===== config.mk =====
export PLATFORM = sky130hd
export DESIGN_NAME = color_tag_to_ansi_converter_flat
export DESIGN_NICKNAME = d
export VERILOG_FILES = /design/src/sv/ctac_pkg.sv /design/src/sv/ctac_if.sv /design/src/sv/color_tag_to_ansi_converter.sv /design/src/flat_wrapper.sv
export VERILOG_INCLUDE_DIRS = /design/src /design/src/sv
export SDC_FILE = /design/constraint.sdc
export NUM_CORES = 1
export LEC_CHECK = 0
export BUFFER_PORTS_ARGS = -buffer_cell sky130_fd_sc_hd__buf_4
export CORE_ASPECT_RATIO = 1.5
export CORE_MARGIN = 5
export CORE_UTILIZATION = 33
export CTS_CLUSTER_SIZE = 25
export DETAILED_ROUTE_END_ITERATION = 10
export GPL_ROUTABILITY_DRIVEN = 1
export PLACE_DENSITY = 0.5
export RECOVER_POWER = 50
export SYNTH_ARGS = -nofsm -noshare
export SYNTH_HDL_FRONTEND = slang
export SYNTH_SLANG_ARGS = --single-unit

===== constraint.sdc =====
create_clock -name i_clk -period 10.9 [get_ports i_clk]
set_input_delay 1.09 -clock i_clk [delete_from_list [all_inputs] [get_ports i_clk]]
set_output_delay 1.09 -clock i_clk [all_outputs]
set_load 0.02 [all_outputs]

===== src/sv/color_tag_to_ansi_converter_assert.svh =====
`ifndef COLOR_TAG_TO_ANSI_CONVERTER_ASSERT_SVH
`define COLOR_TAG_TO_ANSI_CONVERTER_ASSERT_SVH

// same-cycle implication, disabled in reset
`define CTAC_ASSERT_NOW(label, clk, rst_n, ante, cons) \
    label: assert property (@(posedge clk) disable iff (!(rst_n)) (ante) |-> (cons)) \
        else $error("ctac assertion failed");

// next-cycle implication, disabled in reset
`define CTAC_ASSERT_NEXT(label, clk, rst_n, ante, cons) \
    label: assert property (@(posedge clk) disable iff (!(rst_n)) (ante) |=> (cons)) \
        else $error("ctac assertion failed");

`endif


===== src/sv/ctac_pkg.sv =====
package ctac_pkg;

    localparam logic [7:0] CH_ESC    = 8'h1B;
    localparam logic [7:0] CH_LBRACK = 8'h5B;
    localparam logic [7:0] CH_SEMI   = 8'h3B;
    localparam logic [7:0] CH_LC_M   = 8'h6D;
    localparam logic [7:0] CH_CARET  = 8'h5E;
    localparam logic [7:0] CH_ZERO   = 8'h30;
    localparam logic [7:0] CH_ONE    = 8'h31;
    localparam logic [7:0] CH_TWO    = 8'h32;
    localparam logic [7:0] CH_THREE  = 8'h33;
    localparam logic [7:0] CH_FOUR   = 8'h34;
    localparam logic [7:0] CH_SEVEN  = 8'h37;
    localparam logic [7:0] CH_EIGHT  = 8'h38;
    localparam logic [7:0] CH_NINE   = 8'h39;
    localparam logic [7:0] CH_LC_A   = 8'h61;
    localparam logic [7:0] CH_LC_B   = 8'h62;
    localparam logic [7:0] CH_LC_C   = 8'h63;
    localparam logic [7:0] CH_LC_F   = 8'h66;
    localparam logic [7:0] CH_LC_I   = 8'h69;
    localparam logic [7:0] CH_LC_O   = 8'h6F;
    localparam logic [7:0] CH_LC_R   = 8'h72;
    localparam logic [7:0] CH_UC_A   = 8'h41;
    localparam logic [7:0] CH_UC_B   = 8'h42;
    localparam logic [7:0] CH_UC_C   = 8'h43;
    localparam logic [7:0] CH_UC_F   = 8'h46;
    localparam logic [7:0] CH_UC_I   = 8'h49;

    localparam logic [1:0] MODE_STRIP = 2'd1;
    localparam logic [1:0] MODE_BG    = 2'd3;

    localparam logic [2:0] COLOR_DIGITS = 3'd6;
    localparam logic [2:0] SKIP_ALPHA   = 3'd2;
    localparam logic [2:0] SKIP_FONT    = 3'd1;

    localparam logic [7:0] DEC_HUND = 8'd100;
    localparam logic [7:0] DEC_TEN  = 8'd10;

    localparam logic [17:0] LUMA_WR    = 18'd299;
    localparam logic [17:0] LUMA_WG    = 18'd587;
    localparam logic [17:0] LUMA_WB    = 18'd114;
    localparam logic [17:0] LUMA_LIMIT = 18'd24000;

    typedef logic [4:0] t_slot;

    // color burst positions
    localparam t_slot S_ESC    = 5'd0;
    localparam t_slot S_BRK    = 5'd1;
    localparam t_slot S_3      = 5'd2;
    localparam t_slot S_8      = 5'd3;
    localparam t_slot S_SEP0   = 5'd4;
    localparam t_slot S_2      = 5'd5;
    localparam t_slot S_SEP1   = 5'd6;
    localparam t_slot S_RH     = 5'd7;
    localparam t_slot S_RT     = 5'd8;
    localparam t_slot S_RO     = 5'd9;
    localparam t_slot S_SEP2   = 5'd10;
    localparam t_slot S_GH     = 5'd11;
    localparam t_slot S_GT     = 5'd12;
    localparam t_slot S_GO     = 5'd13;
    localparam t_slot S_SEP3   = 5'd14;
    localparam t_slot S_BH     = 5'd15;
    localparam t_slot S_BT     = 5'd16;
    localparam t_slot S_BO     = 5'd17;
    localparam t_slot S_FG_M   = 5'd18;
    localparam t_slot S_BG_ESC = 5'd19;
    localparam t_slot S_BG_BRK = 5'd20;
    localparam t_slot S_BG_A   = 5'd21;
    localparam t_slot S_BG_B   = 5'd22;
    localparam t_slot S_BG_C   = 5'd23;
    localparam t_slot S_BG_D   = 5'd24;

    // reset burst positions
    localparam t_slot S_RST_ESC  = 5'd0;
    localparam t_slot S_RST_BRK  = 5'd1;
    localparam t_slot S_RST_CODE = 5'd2;
    localparam t_slot S_RST_LAST = 5'd3;

    typedef enum logic [1:0] {
        PH_TEXT  = 2'd0,
        PH_CARET = 2'd1,
        PH_SKIP  = 2'd2,
        PH_COLOR = 2'd3
    } t_phase;

    typedef enum logic [1:0] {
        K_BYTE1 = 2'd0,
        K_BYTE2 = 2'd1,
        K_RESET = 2'd2,
        K_COLOR = 2'd3
    } t_kind;

    typedef struct packed {
        t_kind      kind;
        logic [7:0] b0;
        logic [7:0] b1;
        logic [7:0] red;
        logic [7:0] grn;
        logic [7:0] blu;
        logic       bg;
    } t_burst;

    typedef struct packed {
        logic       ok;
        logic [3:0] val;
    } t_hex;

    typedef struct packed {
        logic [3:0] hund;
        logic [3:0] tens;
        logic [3:0] ones;
    } t_dec;

    function automatic t_hex hex_decode(input logic [7:0] ch);
        t_hex h;
        h.ok  = 1'b1;
        h.val = ch[3:0];
        if (ch >= CH_ZERO && ch <= CH_NINE) begin
            h.val = ch[3:0];
        end else if ((ch >= CH_LC_A && ch <= CH_LC_F) || (ch >= CH_UC_A && ch <= CH_UC_F)) begin
            h.val = ch[3:0] + 4'd9;
        end else begin
            h.ok = 1'b0;
        end
        return h;
    endfunction

    // reciprocal multiply: v*41>>12 = v/100, v*205>>11 = v/10 for 8-bit v
    function automatic t_dec to_dec(input logic [7:0] v);
        t_dec       d;
        logic [13:0] hp;
        logic [15:0] tp;
        logic [1:0]  h;
        logic [4:0]  tf;
        logic [4:0]  tens_w;
        logic [7:0]  ones_w;
        hp     = {6'd0, v} * 14'd41;
        h      = hp[13:12];
        tp     = {8'd0, v} * 16'd205;
        tf     = tp[15:11];
        tens_w = tf - ({3'd0, h} * 5'd10);
        ones_w = v - ({3'd0, tf} * 8'd10);
        d.hund = {2'd0, h};
        d.tens = tens_w[3:0];
        d.ones = ones_w[3:0];
        return d;
    endfunction

    function automatic logic slot_present(input t_burst d, input t_slot s, input logic white);
        logic p;
        p = 1'b0;
        case (d.kind)
            K_BYTE1: p = (s == S_ESC);
            K_BYTE2: p = (s <= S_BRK);
            K_RESET: p = (s <= S_RST_LAST);
            K_COLOR: begin
                case (s)
                    S_RH:    p = (d.red >= DEC_HUND);
                    S_RT:    p = (d.red >= DEC_TEN);
                    S_GH:    p = (d.grn >= DEC_HUND);
                    S_GT:    p = (d.grn >= DEC_TEN);
                    S_BH:    p = (d.blu >= DEC_HUND);
                    S_BT:    p = (d.blu >= DEC_TEN);
                    default: begin
                        if (s <= S_FG_M) begin
                            p = 1'b1;
                        end else if (s <= S_BG_C) begin
                            p = d.bg;
                        end else if (s == S_BG_D) begin
                            p = d.bg & white;
                        end else begin
                            p = 1'b0;
                        end
                    end
                endcase
            end
            default: p = 1'b0;
        endcase
        return p;
    endfunction

endpackage


===== src/sv/ctac_if.sv =====
interface ctac_in_if;
    logic       valid;
    logic       ready;
    logic [7:0] char_in;
    logic       end_of_string;

    modport source (output valid, output char_in, output end_of_string, input ready);
    modport sink   (input valid, input char_in, input end_of_string, output ready);
endinterface

interface ctac_out_if;
    logic       valid;
    logic       ready;
    logic [7:0] char_out;
    logic       last_in_run;

    modport source (output valid, output char_out, output last_in_run, input ready);
    modport sink   (input valid, input char_out, input last_in_run, output ready);
endinterface


===== src/sv/color_tag_to_ansi_converter.sv =====
// channel   | dir | payload                         | transaction on
// i_in      | in  | char_in[7:0], end_of_string     | valid & ready
// o_out     | out | char_out[7:0], last_in_run      | valid & ready
// i_cfg_*   | in  | color_mode[1:0]                 | i_cfg_we
//
// An input byte is parsed in the cycle it is accepted; its output bytes leave a
// burst register one per cycle, while o_out does not stall, into the output register.
// The input is held while a burst is in the burst register, until its last byte
// moves to the output register (up to 25 bytes for a color with background).
// Synchronous active-low reset clears parse state, burst and output; mode is 1.
// A stall on o_out holds the output register and then the burst and the input.

`include "color_tag_to_ansi_converter_assert.svh"

module color_tag_to_ansi_converter (
    input  logic              i_clk,
    input  logic              i_rst_n,
    ctac_in_if.sink           i_in,
    ctac_out_if.source        o_out,
    input  logic              i_cfg_we,
    input  logic [1:0]        i_cfg_wdata
);

    logic [1:0]        r_mode;
    ctac_pkg::t_phase  r_phase, n_phase;
    logic [2:0]        r_skip, n_skip;
    logic [23:0]       r_color, n_color;
    logic              r_hex_stop, n_hex_stop;
    logic [2:0]        r_digits, n_digits;

    logic              r_desc_valid;
    ctac_pkg::t_burst  r_desc;
    ctac_pkg::t_slot   r_slot;

    logic              r_out_valid;
    logic [7:0]        r_out_char;
    logic              r_out_last;

    ctac_pkg::t_hex    hex;
    logic [23:0]       color_shift;
    logic [2:0]        digits_inc;
    logic [2:0]        skip_dec;
    logic              color_done;
    logic              strip;
    logic              accept;

    ctac_pkg::t_burst  burst;
    logic              burst_ok;

    logic              out_free;
    logic              emit;
    logic              emit_last;
    logic              desc_free;
    logic [17:0]       luma;
    logic              white;
    ctac_pkg::t_dec    dec_r, dec_g, dec_b;
    ctac_pkg::t_slot   slot_p1, slot_p2, slot_p3, slot_next;
    logic              pres1, pres2, pres3;
    logic [7:0]        emit_char;

    assign hex         = ctac_pkg::hex_decode(i_in.char_in);
    assign color_shift = (!r_hex_stop && hex.ok) ? {r_color[19:0], hex.val} : r_color;
    assign digits_inc  = r_digits + 3'd1;
    assign skip_dec    = (r_skip != 3'd0) ? (r_skip - 3'd1) : r_skip;
    assign color_done  = (r_phase == ctac_pkg::PH_COLOR) && (digits_inc >= ctac_pkg::COLOR_DIGITS);
    assign strip       = (r_mode == ctac_pkg::MODE_STRIP);

    assign out_free  = !r_out_valid || o_out.ready;
    assign emit      = r_desc_valid && out_free;
    assign desc_free = !r_desc_valid || (emit && emit_last);
    assign i_in.ready = desc_free && i_rst_n;
    assign accept    = i_in.valid && i_in.ready;

    // parse state
    always_comb begin
        n_phase    = r_phase;
        n_skip     = r_skip;
        n_color    = r_color;
        n_hex_stop = r_hex_stop;
        n_digits   = r_digits;
        case (r_phase)
            ctac_pkg::PH_TEXT: begin
                if (i_in.char_in == ctac_pkg::CH_CARET && !i_in.end_of_string) begin
                    n_phase = ctac_pkg::PH_CARET;
                end
            end
            ctac_pkg::PH_CARET: begin
                n_phase = ctac_pkg::PH_TEXT;
                if (i_in.char_in == ctac_pkg::CH_LC_C) begin
                    n_phase    = ctac_pkg::PH_COLOR;
                    n_color    = 24'd0;
                    n_hex_stop = 1'b0;
                    n_digits   = 3'd0;
                end else if (i_in.char_in == ctac_pkg::CH_LC_A) begin
                    n_phase = ctac_pkg::PH_SKIP;
                    n_skip  = ctac_pkg::SKIP_ALPHA;
                end else if (i_in.char_in == ctac_pkg::CH_LC_F) begin
                    n_phase = ctac_pkg::PH_SKIP;
                    n_skip  = ctac_pkg::SKIP_FONT;
                end
            end
            ctac_pkg::PH_SKIP: begin
                n_skip = skip_dec;
                if (skip_dec == 3'd0) begin
                    n_phase = ctac_pkg::PH_TEXT;
                end
            end
            ctac_pkg::PH_COLOR: begin
                n_color    = color_shift;
                n_hex_stop = r_hex_stop | ~hex.ok;
                n_digits   = digits_inc;
                if (color_done) begin
                    n_phase  = ctac_pkg::PH_TEXT;
                    n_digits = 3'd0;
                end
            end
            default: n_phase = ctac_pkg::PH_TEXT;
        endcase
        if (i_in.end_of_string) begin
            n_phase    = ctac_pkg::PH_TEXT;
            n_skip     = 3'd0;
            n_color    = 24'd0;
            n_hex_stop = 1'b0;
            n_digits   = 3'd0;
        end
    end

    // burst for this byte
    always_comb begin
        burst_ok   = 1'b0;
        burst.kind = ctac_pkg::K_BYTE1;
        burst.b0   = i_in.char_in;
        burst.b1   = i_in.char_in;
        burst.red  = color_shift[23:16];
        burst.grn  = color_shift[15:8];
        burst.blu  = color_shift[7:0];
        burst.bg   = (r_mode == ctac_pkg::MODE_BG);
        case (r_phase)
            ctac_pkg::PH_TEXT: begin
                if (i_in.char_in != ctac_pkg::CH_CARET) begin
                    burst_ok = 1'b1;
                end else if (i_in.end_of_string && strip) begin
                    burst_ok = 1'b1;
                end
            end
            ctac_pkg::PH_CARET: begin
                case (i_in.char_in)
                    ctac_pkg::CH_LC_C, ctac_pkg::CH_LC_A, ctac_pkg::CH_LC_F,
                    ctac_pkg::CH_LC_B, ctac_pkg::CH_LC_I, ctac_pkg::CH_LC_O,
                    ctac_pkg::CH_UC_A, ctac_pkg::CH_UC_F, ctac_pkg::CH_UC_B,
                    ctac_pkg::CH_UC_I: begin
                        burst_ok = 1'b0;
                    end
                    ctac_pkg::CH_LC_R, ctac_pkg::CH_UC_C: begin
                        burst_ok   = !strip;
                        burst.kind = ctac_pkg::K_RESET;
                    end
                    ctac_pkg::CH_CARET: begin
                        burst_ok = 1'b1;
                    end
                    default: begin
                        burst_ok = 1'b1;
                        if (strip) begin
                            burst.kind = ctac_pkg::K_BYTE2;
                            burst.b0   = ctac_pkg::CH_CARET;
                        end
                    end
                endcase
            end
            ctac_pkg::PH_COLOR: begin
                if (color_done && !strip) begin
                    burst_ok   = 1'b1;
                    burst.kind = ctac_pkg::K_COLOR;
                end
            end
            default: burst_ok = 1'b0;
        endcase
    end

    // burst walk
    assign luma  = ({10'd0, r_desc.red} * ctac_pkg::LUMA_WR)
                 + ({10'd0, r_desc.grn} * ctac_pkg::LUMA_WG)
                 + ({10'd0, r_desc.blu} * ctac_pkg::LUMA_WB);
    assign white = (luma < ctac_pkg::LUMA_LIMIT);
    assign dec_r = ctac_pkg::to_dec(r_desc.red);
    assign dec_g = ctac_pkg::to_dec(r_desc.grn);
    assign dec_b = ctac_pkg::to_dec(r_desc.blu);

    assign slot_p1   = r_slot + 5'd1;
    assign slot_p2   = r_slot + 5'd2;
    assign slot_p3   = r_slot + 5'd3;
    assign pres1     = ctac_pkg::slot_present(r_desc, slot_p1, white);
    assign pres2     = ctac_pkg::slot_present(r_desc, slot_p2, white);
    assign pres3     = ctac_pkg::slot_present(r_desc, slot_p3, white);
    assign emit_last = !pres1 && !pres2 && !pres3;
    assign slot_next = pres1 ? slot_p1 : (pres2 ? slot_p2 : slot_p3);

    always_comb begin
        emit_char = r_desc.b0;
        case (r_desc.kind)
            ctac_pkg::K_BYTE1: emit_char = r_desc.b0;
            ctac_pkg::K_BYTE2: emit_char = r_slot[0] ? r_desc.b1 : r_desc.b0;
            ctac_pkg::K_RESET: begin
                case (r_slot)
                    ctac_pkg::S_RST_ESC:  emit_char = ctac_pkg::CH_ESC;
                    ctac_pkg::S_RST_BRK:  emit_char = ctac_pkg::CH_LBRACK;
                    ctac_pkg::S_RST_CODE: emit_char = ctac_pkg::CH_ZERO;
                    default:              emit_char = ctac_pkg::CH_LC_M;
                endcase
            end
            ctac_pkg::K_COLOR: begin
                case (r_slot)
                    ctac_pkg::S_ESC:    emit_char = ctac_pkg::CH_ESC;
                    ctac_pkg::S_BRK:    emit_char = ctac_pkg::CH_LBRACK;
                    ctac_pkg::S_3:      emit_char = ctac_pkg::CH_THREE;
                    ctac_pkg::S_8:      emit_char = ctac_pkg::CH_EIGHT;
                    ctac_pkg::S_SEP0:   emit_char = ctac_pkg::CH_SEMI;
                    ctac_pkg::S_2:      emit_char = ctac_pkg::CH_TWO;
                    ctac_pkg::S_SEP1:   emit_char = ctac_pkg::CH_SEMI;
                    ctac_pkg::S_RH:     emit_char = ctac_pkg::CH_ZERO + {4'd0, dec_r.hund};
                    ctac_pkg::S_RT:     emit_char = ctac_pkg::CH_ZERO + {4'd0, dec_r.tens};
                    ctac_pkg::S_RO:     emit_char = ctac_pkg::CH_ZERO + {4'd0, dec_r.ones};
                    ctac_pkg::S_SEP2:   emit_char = ctac_pkg::CH_SEMI;
                    ctac_pkg::S_GH:     emit_char = ctac_pkg::CH_ZERO + {4'd0, dec_g.hund};
                    ctac_pkg::S_GT:     emit_char = ctac_pkg::CH_ZERO + {4'd0, dec_g.tens};
                    ctac_pkg::S_GO:     emit_char = ctac_pkg::CH_ZERO + {4'd0, dec_g.ones};
                    ctac_pkg::S_SEP3:   emit_char = ctac_pkg::CH_SEMI;
                    ctac_pkg::S_BH:     emit_char = ctac_pkg::CH_ZERO + {4'd0, dec_b.hund};
                    ctac_pkg::S_BT:     emit_char = ctac_pkg::CH_ZERO + {4'd0, dec_b.tens};
                    ctac_pkg::S_BO:     emit_char = ctac_pkg::CH_ZERO + {4'd0, dec_b.ones};
                    ctac_pkg::S_FG_M:   emit_char = ctac_pkg::CH_LC_M;
                    ctac_pkg::S_BG_ESC: emit_char = ctac_pkg::CH_ESC;
                    ctac_pkg::S_BG_BRK: emit_char = ctac_pkg::CH_LBRACK;
                    ctac_pkg::S_BG_A:   emit_char = white ? ctac_pkg::CH_ONE : ctac_pkg::CH_FOUR;
                    ctac_pkg::S_BG_B:   emit_char = ctac_pkg::CH_ZERO;
                    ctac_pkg::S_BG_C:   emit_char = white ? ctac_pkg::CH_SEVEN : ctac_pkg::CH_LC_M;
                    default:            emit_char = ctac_pkg::CH_LC_M;
                endcase
            end
            default: emit_char = r_desc.b0;
        endcase
    end

    always_ff @(posedge i_clk) begin
        if (!i_rst_n) begin
            r_mode       <= ctac_pkg::MODE_STRIP;
            r_phase      <= ctac_pkg::PH_TEXT;
            r_skip       <= 3'd0;
            r_color      <= 24'd0;
            r_hex_stop   <= 1'b0;
            r_digits     <= 3'd0;
            r_desc_valid <= 1'b0;
            r_slot       <= ctac_pkg::S_ESC;
            r_out_valid  <= 1'b0;
        end else begin
            if (i_cfg_we) begin
                r_mode <= i_cfg_wdata;
            end
            if (accept) begin
                r_phase    <= n_phase;
                r_skip     <= n_skip;
                r_color    <= n_color;
                r_hex_stop <= n_hex_stop;
                r_digits   <= n_digits;
            end
            if (accept && burst_ok) begin
                r_desc_valid <= 1'b1;
                r_slot       <= ctac_pkg::S_ESC;
            end else if (emit) begin
                if (emit_last) begin
                    r_desc_valid <= 1'b0;
                end else begin
                    r_slot <= slot_next;
                end
            end
            if (emit) begin
                r_out_valid <= 1'b1;
            end else if (o_out.ready) begin
                r_out_valid <= 1'b0;
            end
        end
    end

    always_ff @(posedge i_clk) begin
        if (accept && burst_ok) begin
            r_desc <= burst;
        end
        if (emit) begin
            r_out_char <= emit_char;
            r_out_last <= emit_last;
        end
    end

    assign o_out.valid       = r_out_valid;
    assign o_out.char_out    = r_out_char;
    assign o_out.last_in_run = r_out_last;

    `CTAC_ASSERT_NEXT(a_burst_hold, i_clk, i_rst_n, r_desc_valid && !emit, r_desc_valid && $stable(r_slot))
    `CTAC_ASSERT_NEXT(a_burst_continue, i_clk, i_rst_n, emit && !emit_last, r_desc_valid)
    `CTAC_ASSERT_NOW(a_skip_count, i_clk, i_rst_n, r_phase == ctac_pkg::PH_SKIP, r_skip != 3'd0)
    `CTAC_ASSERT_NOW(a_digits_idle, i_clk, i_rst_n, r_phase != ctac_pkg::PH_COLOR, r_digits == 3'd0)
    `CTAC_ASSERT_NOW(a_single_slot, i_clk, i_rst_n, r_desc_valid && r_desc.kind == ctac_pkg::K_BYTE1, r_slot == ctac_pkg::S_ESC)

endmodule

===== src/flat_wrapper.sv =====
// flat-port wrapper written by rule: the top's interface ports become plain ports
module color_tag_to_ansi_converter_flat 
  (i_clk, i_rst_n, i_cfg_we, i_cfg_wdata, i_in_valid, i_in_char_in, i_in_end_of_string, i_in_ready, o_out_valid, o_out_char_out, o_out_last_in_run, o_out_ready);
  ctac_in_if i_in_i ();
  ctac_out_if o_out_i ();
  input  logic i_clk;
  input  logic i_rst_n;
  input  logic i_cfg_we;
  input  logic [1:0] i_cfg_wdata;
  input wire logic [$bits(i_in_i.valid)-1:0] i_in_valid;
  input wire logic [$bits(i_in_i.char_in)-1:0] i_in_char_in;
  input wire logic [$bits(i_in_i.end_of_string)-1:0] i_in_end_of_string;
  output wire logic [$bits(i_in_i.ready)-1:0] i_in_ready;
  output wire logic [$bits(o_out_i.valid)-1:0] o_out_valid;
  output wire logic [$bits(o_out_i.char_out)-1:0] o_out_char_out;
  output wire logic [$bits(o_out_i.last_in_run)-1:0] o_out_last_in_run;
  input wire logic [$bits(o_out_i.ready)-1:0] o_out_ready;
  assign i_in_i.valid = i_in_valid;
  assign i_in_i.char_in = i_in_char_in;
  assign i_in_i.end_of_string = i_in_end_of_string;
  assign i_in_ready = i_in_i.ready;
  assign o_out_valid = o_out_i.valid;
  assign o_out_char_out = o_out_i.char_out;
  assign o_out_last_in_run = o_out_i.last_in_run;
  assign o_out_i.ready = o_out_ready;
  color_tag_to_ansi_converter u_core (.i_clk(i_clk), .i_rst_n(i_rst_n), .i_in(i_in_i), .o_out(o_out_i), .i_cfg_we(i_cfg_we), .i_cfg_wdata(i_cfg_wdata));
endmodule

* Yosys cells after proc, flatten, opt, wreduce, memory -nomap -nowiden *
Index checks and enable logic that the tools add are counted.

word-level totals
  flip-flop bits (word level) = 94
  bits in latches = 0
  bits in writable memories = 0
  ROM bits = 0
  input bits = 16
  output and inout port bits = 11
  word-level logic and storage cells = 278
  memories = 0

cells by class
  add/sub/neg operators = 23
  $mul = 15
  divide/modulo/power cells = 0
  order comparisons = 26
  eq/ne operators = 71
  shift operators = 0
  multiplexer cells = 68
  bitwise operators = 5
  reduce and logical (&&, ||, !) cells = 52

operators with widths
  cell                                                                                  count
  8-bit case mux with 18 select lines                                                   1
  8-bit by 7-bit == test with 1-bit output (second input constant)                      13
  5-bit by 4-bit == test with 1-bit output (second input constant)                      20
  24-bit 2-to-1 mux                                                                     3
  5-bit == test (second input constant)                                                 13
  8-bit by 6-bit multiplier with 14-bit output (second input constant)                  4
  8-bit by 8-bit multiplier with 16-bit output (second input constant)                  3
  24-bit case mux with 2 select lines                                                   1
  6-bit by 4-bit adder with 7-bit output (first input constant)                         6
  8-bit by 7-bit greater-or-equal comparator with 1-bit output (second input constant)  5
  5-bit by 3-bit == test with 1-bit output (second input constant)                      7
  8-bit case mux with 4 select lines                                                    1
  5-bit <= comparator (second input constant)                                           6
  3-bit 2-to-1 mux                                                                      9
  8-bit by 4-bit greater-or-equal comparator with 1-bit output (second input constant)  3
  8-bit 2-to-1 mux                                                                      3
  4-bit subtractor                                                                      6
  6-bit by 2-bit adder with 7-bit output (first input constant)                         3
  1-bit 2-to-1 mux                                                                      21
  7-bit case mux with 3 select lines                                                    1
  5-bit zero test                                                                       4
  17-bit by 18-bit adder with 18-bit output                                             1
  18-bit by 15-bit adder with 18-bit output                                             1
  18-bit by 15-bit < comparator with 1-bit output (second input constant)               1
  53 further kinds                                                                      124

* Logic depth before layout (Yosys ltp) *
  depth after elaboration = 20
  gate-level depth with buffers = 34
  depth with buffers taken out = 32

* Worst setup path after synthesis *
OpenSTA, ideal clock, no wires.

  path type = register to register
  from = register u_core.r_desc[3] in the netlist's numbering
  to = register u_core.r_desc[0] in the netlist's numbering, enable pin
  arrival = 8.685 ns
  path slack = 1.771 ns
  cell stages (with the launch flop) = 31
  buffers on the path = 0
  period minus slack after synthesis = 9.129 ns
  cell sequence = edfxtp_1 > inv_1 > fa_1 > inv_1 > fa_1 > ha_1 > inv_1 > fa_1 > inv_1 > a21oi_1 > o21ai_0 > a21oi_1 > nor2_1 > nor2_1 > xnor2_1 > ha_1 > inv_1 > fa_1 > fa_1 > inv_1 > ha_1 > a21oi_1 > nor2_1 > a221o_1 > a211oi_4 > o211ai_2 > nor4bb_1 > a31o_4 > a221oi_4 > a21oi_4 > nor2_1

on the way
  cells in the longest elaborated chain, start to end = 17
  elaborated cells between the ends (all ways) = 31
  those cells by class = add/sub: 1; mul: 1; order compare: 3; mux: 15; bitwise: 1; reduce/logical: 10

ends and longest elaborated chain
  element                                          RTL line                            text
  start, declared                                  color_tag_to_ansi_converter.sv:32   ctac_pkg::t_burst r_desc;
  start signal, assigned                           color_tag_to_ansi_converter.sv:286  r_desc <= burst;
  8-bit by 6-bit multiplier with 14-bit output     color_tag_to_ansi_converter.sv:183  + ({10'd0, r_desc.blu} * ctac_pkg::LUMA_WB);
  18-bit by 15-bit adder with 18-bit output        color_tag_to_ansi_converter.sv:183
  18-bit by 15-bit < comparator with 1-bit output  color_tag_to_ansi_converter.sv:184  assign white = (luma < ctac_pkg::LUMA_LIMIT);
  1-bit AND                                        ctac_pkg.sv:170                     p = d.bg & white;
  1-bit 2-to-1 mux                                 ctac_pkg.sv:169                     end else if (s == S_BG_D) begin
  1-bit 2-to-1 mux                                 ctac_pkg.sv:167                     end else if (s <= S_BG_C) begin
  1-bit 2-to-1 mux                                 ctac_pkg.sv:165                     if (s <= S_FG_M) begin
  1-bit case mux with 6 select lines               ctac_pkg.sv:157                     case (s)
  [2 not listed]                                   n/a
  1-bit logical AND                                color_tag_to_ansi_converter.sv:195  assign emit_last = !pres1 && !pres2 && !pres3;
  1-bit logical AND (*)                            color_tag_to_ansi_converter.sv:195
  via u_core.emit_last                             color_tag_to_ansi_converter.sv:52   logic emit_last;
  1-bit logical AND (*)                            color_tag_to_ansi_converter.sv:70   assign desc_free = !r_desc_valid || (emit && emit_last);
  1-bit logical OR (*)                             color_tag_to_ansi_converter.sv:70
  1-bit logical AND (*)                            color_tag_to_ansi_converter.sv:71   assign i_in.ready = desc_free && i_rst_n;
  1-bit logical AND (*)                            color_tag_to_ansi_converter.sv:72   assign accept = i_in.valid && i_in.ready;
  1-bit logical AND (*)                            color_tag_to_ansi_converter.sv:285  if (accept && burst_ok) begin

Mark *: on every way through the listed nets, which the timed path passes. The rest lies on a longest branch.
A chain may end at the register's enable or synchronous reset.

* Final worst setup path *
  from = register u_core.r_desc[3] in the netlist's numbering
  to = output port i_in_ready

on the way
  cells in the longest elaborated chain, start to end = 15
  elaborated cells between the ends (all ways) = 29
  those cells by class = add/sub: 1; mul: 1; order compare: 3; mux: 15; bitwise: 1; reduce/logical: 8

ends and longest elaborated chain
  element                                          RTL line                            text
  8-bit by 6-bit multiplier with 14-bit output     color_tag_to_ansi_converter.sv:183
  18-bit by 15-bit adder with 18-bit output        color_tag_to_ansi_converter.sv:183
  18-bit by 15-bit < comparator with 1-bit output  color_tag_to_ansi_converter.sv:184
  1-bit AND                                        ctac_pkg.sv:170
  1-bit 2-to-1 mux                                 ctac_pkg.sv:169
  1-bit 2-to-1 mux                                 ctac_pkg.sv:167
  1-bit 2-to-1 mux                                 ctac_pkg.sv:165
  1-bit case mux with 6 select lines               ctac_pkg.sv:157
  1-bit case mux with 4 select lines               ctac_pkg.sv:152                     case (d.kind)
  1-bit zero test                                  color_tag_to_ansi_converter.sv:195
  1-bit logical AND                                color_tag_to_ansi_converter.sv:195
  1-bit logical AND (*)                            color_tag_to_ansi_converter.sv:195
  via u_core.emit_last                             color_tag_to_ansi_converter.sv:52
  1-bit logical AND (*)                            color_tag_to_ansi_converter.sv:70
  1-bit logical OR (*)                             color_tag_to_ansi_converter.sv:70
  1-bit logical AND (*)                            color_tag_to_ansi_converter.sv:71
  end, declared                                    flat_wrapper.sv:13                  output wire logic [$bits(i_in_i.ready)-1:0] i_in_ready;

Marked as above.

==> impl_metrics.tcl <==
set metrics [dict create \
    fin_nets 2148 \
    core-area_um2 46480 \
    cp_max_fo 8 \
    tightestPinTransition_ns 1.627 \
    regArea_um2 2402 \
    ant_nets 0 \
    grt_pass1_wl_um 68070 \
    grt_start_max_net_pins 45 \
    synth_edf_count 52 \
    wl_um 42890 \
    violations "capacitance limit, slew limit" \
    track_usage_pct 16.77 \
    synth_cell_type_count 90 \
    cts_sinks 94 \
    avgSynthCellArea_um2 9.239 \
    skew_ns 0.01365 \
    clockBufferDepth 2 \
    hpwl_um 36310 \
    synthCells 1670 \
    fill_cells 4822 \
    hold_path_class "register to register" \
    wire_per_inst_um 18.85 \
    overflow 0 \
    place.gp.congestion 0.9019 \
    p_leak_nw 7.979 \
    clk_latency_ns 0.37 \
    cts.clk_slew.worst_paths_ns 0.08 \
    ctsHoldBuffers 0 \
    fmax_mhz 104.3 \
    async_reset_ff_share_pct 0 \
    post_cts_resize_count 0 \
    critical_path_buf_inv_count 7 \
    final_hold_viol_count 0 \
    worst-setup-path-type "register to output port" \
    rsz0062_at_grt "no" \
    antenna_found_initial 0 \
    syn_nets 2142 \
    num_vias 11600 \
    irDropWorstVdd_mv 0.2566 \
    cap_violations 1 \
    cp_common_cell "inv_1" \
    cts_tree "done" \
    via_per_inst 5.101 \
    row_count 97 \
    syn-cell-area_um2 15430 \
    cts_max_level 3 \
    ys.flop_type "edfxtp_1" \
    drt_iter0_markers 395 \
    slowest_delay_ns 0.61 \
    ios 27 \
    synth-seq-area-share_pct 15.57 \
    ys_warn_count 0 \
    status "finished, violations left" \
    start_kind "register" \
    design.die.area_um2 51270 \
    grt_pass1_vias 12530 \
    io_buffer_count 26 \
    crit_path_end_kind "output port" \
    antennaDiodeCount 0 \
    slowest_stage "nor4_1" \
    start_util_pct 33.19 \
    whs_ns 0.5029 \
    p_per_area_nw_per_um2 297.7 \
    drtPass1Iterations 5 \
    arrival_ns 8.49 \
    final.period_utilization_pct 87.93 \
    die_w_um 186.5 \
    drc 0 \
    numCtsBuffers 9 \
    area_growth_syn_to_layout_pct 6.772 \
    fin_setup_tns_ns 0 \
    slew_violations 45 \
    cp_data_required_time_ns 9.81 \
    multiInputGateArea_um2 11670 \
    period_needed_ns 9.584 \
    ys_seq_elements 94 \
    cp_top_family "adder cells" \
    maxSlewHeadroom_pct -8.472 \
    setup_viol 0 \
    die_y_um 274.8 \
    drive_gt1_share_pct 4.581 \
    cts_root_buffer "clkbuf_16" \
    post_cts_buffers 0 \
]
## state kept, by name, indices dropped and copies added, names as in the netlist
register / flops
u_core.o_out.valid: 1
u_core.o_out.last_in_run: 1
u_core.r_slot: 5
u_core.o_out.char_out: 8
u_core.r_skip: 3
u_core.r_desc: 43
u_core.r_mode: 2
u_core.r_desc_valid: 1
u_core.r_phase: 2
u_core.r_hex_stop: 1
u_core.r_color: 24
u_core.r_digits: 3
## metrics by stage
stage	std cells	total power, mW	setup slack [ns]	instance area [um^2]	utilization, %
2_1_floorplan	1670	3.624	1.771	15430	-
3_3_place_gp	2259	4.598	1.991	16290	35.04
3_5_place_dp	2259	4.642	1.827	16290	35.04
4_1_cts	2275	4.985	1.380	16570	35.65
5_1_grt	2275	5.443	0.6715	16470	35.44
6_report	2275	4.905	1.316	16470	35.44
## layout make-up
cell class | instances | area share (%)
clock buffers | 9 | 1.367
clock inverters | 7 | 0.3418
inverters | 314 | 7.155
multi-input cells | 1220 | 70.83
flip-flops and latches | 94 | 14.58
well taps | 594 | 4.512
repair buffers | 37 | 1.208
## cell families after synthesis
group                      Yosys count  synth area share, %
adders and majority gates          456                42.62
and+or+nand+nor                    366                12.41
buffers and inverters              356                8.807
AOI/OAI and AO/OA                  266                12.30
DFF                                 94                15.57
xor gates and xnor gates            73                4.290
muxes                               59                3.998
## synth_stat cells (all sizes together), types with 21 or more instances
master,instances,area (um^2)
ha,340,4254
inv,314,1179
fa,116,2322
nand2,76,285.3
nor2,72,270.3
a21oi,63,356.6
nor2b,63,394.1
xnor2,57,514.2
edfxtp,52,1562
o21ai,52,264.0
dfxtp,42,840.8
mux2i,38,380.4
nand3,34,175.2
clkbuf,30,113.9
nor3,28,145.1
mux2,21,236.5
## layer usage
metal | GRT usage (%) | vias to the layer above | wire, um | part of all wire (%)
met1 | 17.83 | 5645 | 16620 | 39
met4 | 8.327 | 0 | 2301 | 5.4
li1 | - | 5701 | - | -
met5 | 0 | - | 0 | 0
met3 | 1.358 | 84 | 894 | 2.1
met2 | 32.91 | 174 | 23070 | 54
## tightest hold or removal path: cells and delay by family, from the launching register on
family | cells | cell delay (ns)
compound gates | 1 | 0.06
flops | 1 | 0.33
simple gates | 1 | 0.06
## final timing paths
kind | from | end | slack, ns | cells past startpoint
setup / recovery | u_core.r_desc[3]$_DFFE_PP_ | i_in_ready | 1.32 | 31
hold / removal | u_core.r_digits[1]$_SDFFE_PN0P_ | u_core.r_digits[1]$_SDFFE_PN0P_ | 0.50 | 2
setup reg to reg | u_core.r_desc[3]$_DFFE_PP_ | u_core.r_color[19]$_SDFFE_PN0P_ | 1.53 | 32
hold reg to reg | u_core.r_digits[1]$_SDFFE_PN0P_ | u_core.r_digits[1]$_SDFFE_PN0P_ | 0.50 | 2
## power by group
part / switching [mW] / internal [mW]
registers: 0.0403 / 0.399
logic: 2.51 / 1.65
clock network: 0.152 / 0.158
total: 2.70 / 2.21
## placed cells by master, fill, tap and decap left out, types with 9 or more instances in the layout
cell / instances
a211oi_1: 18
a21boi_0: 9
a21oi_1: 57
a31oi_1: 10
and2_1: 10
and3_1: 9
buf_4: 15
clkbuf_1: 21
clkbuf_16: 9
dfxtp_1: 42
edfxtp_1: 52
fa_1: 116
ha_1: 340
inv_1: 313
mux2_1: 10
mux2_2: 11
mux2i_1: 38
nand2_1: 76
nand2b_1: 18
nand3_1: 33
nor2_1: 70
nor2b_1: 63
nor3_1: 27
nor4_1: 11
o211ai_1: 12
o21ai_0: 50
o22ai_1: 9
xnor2_1: 55
xor2_1: 15
(Power assumes the default switching activity.)
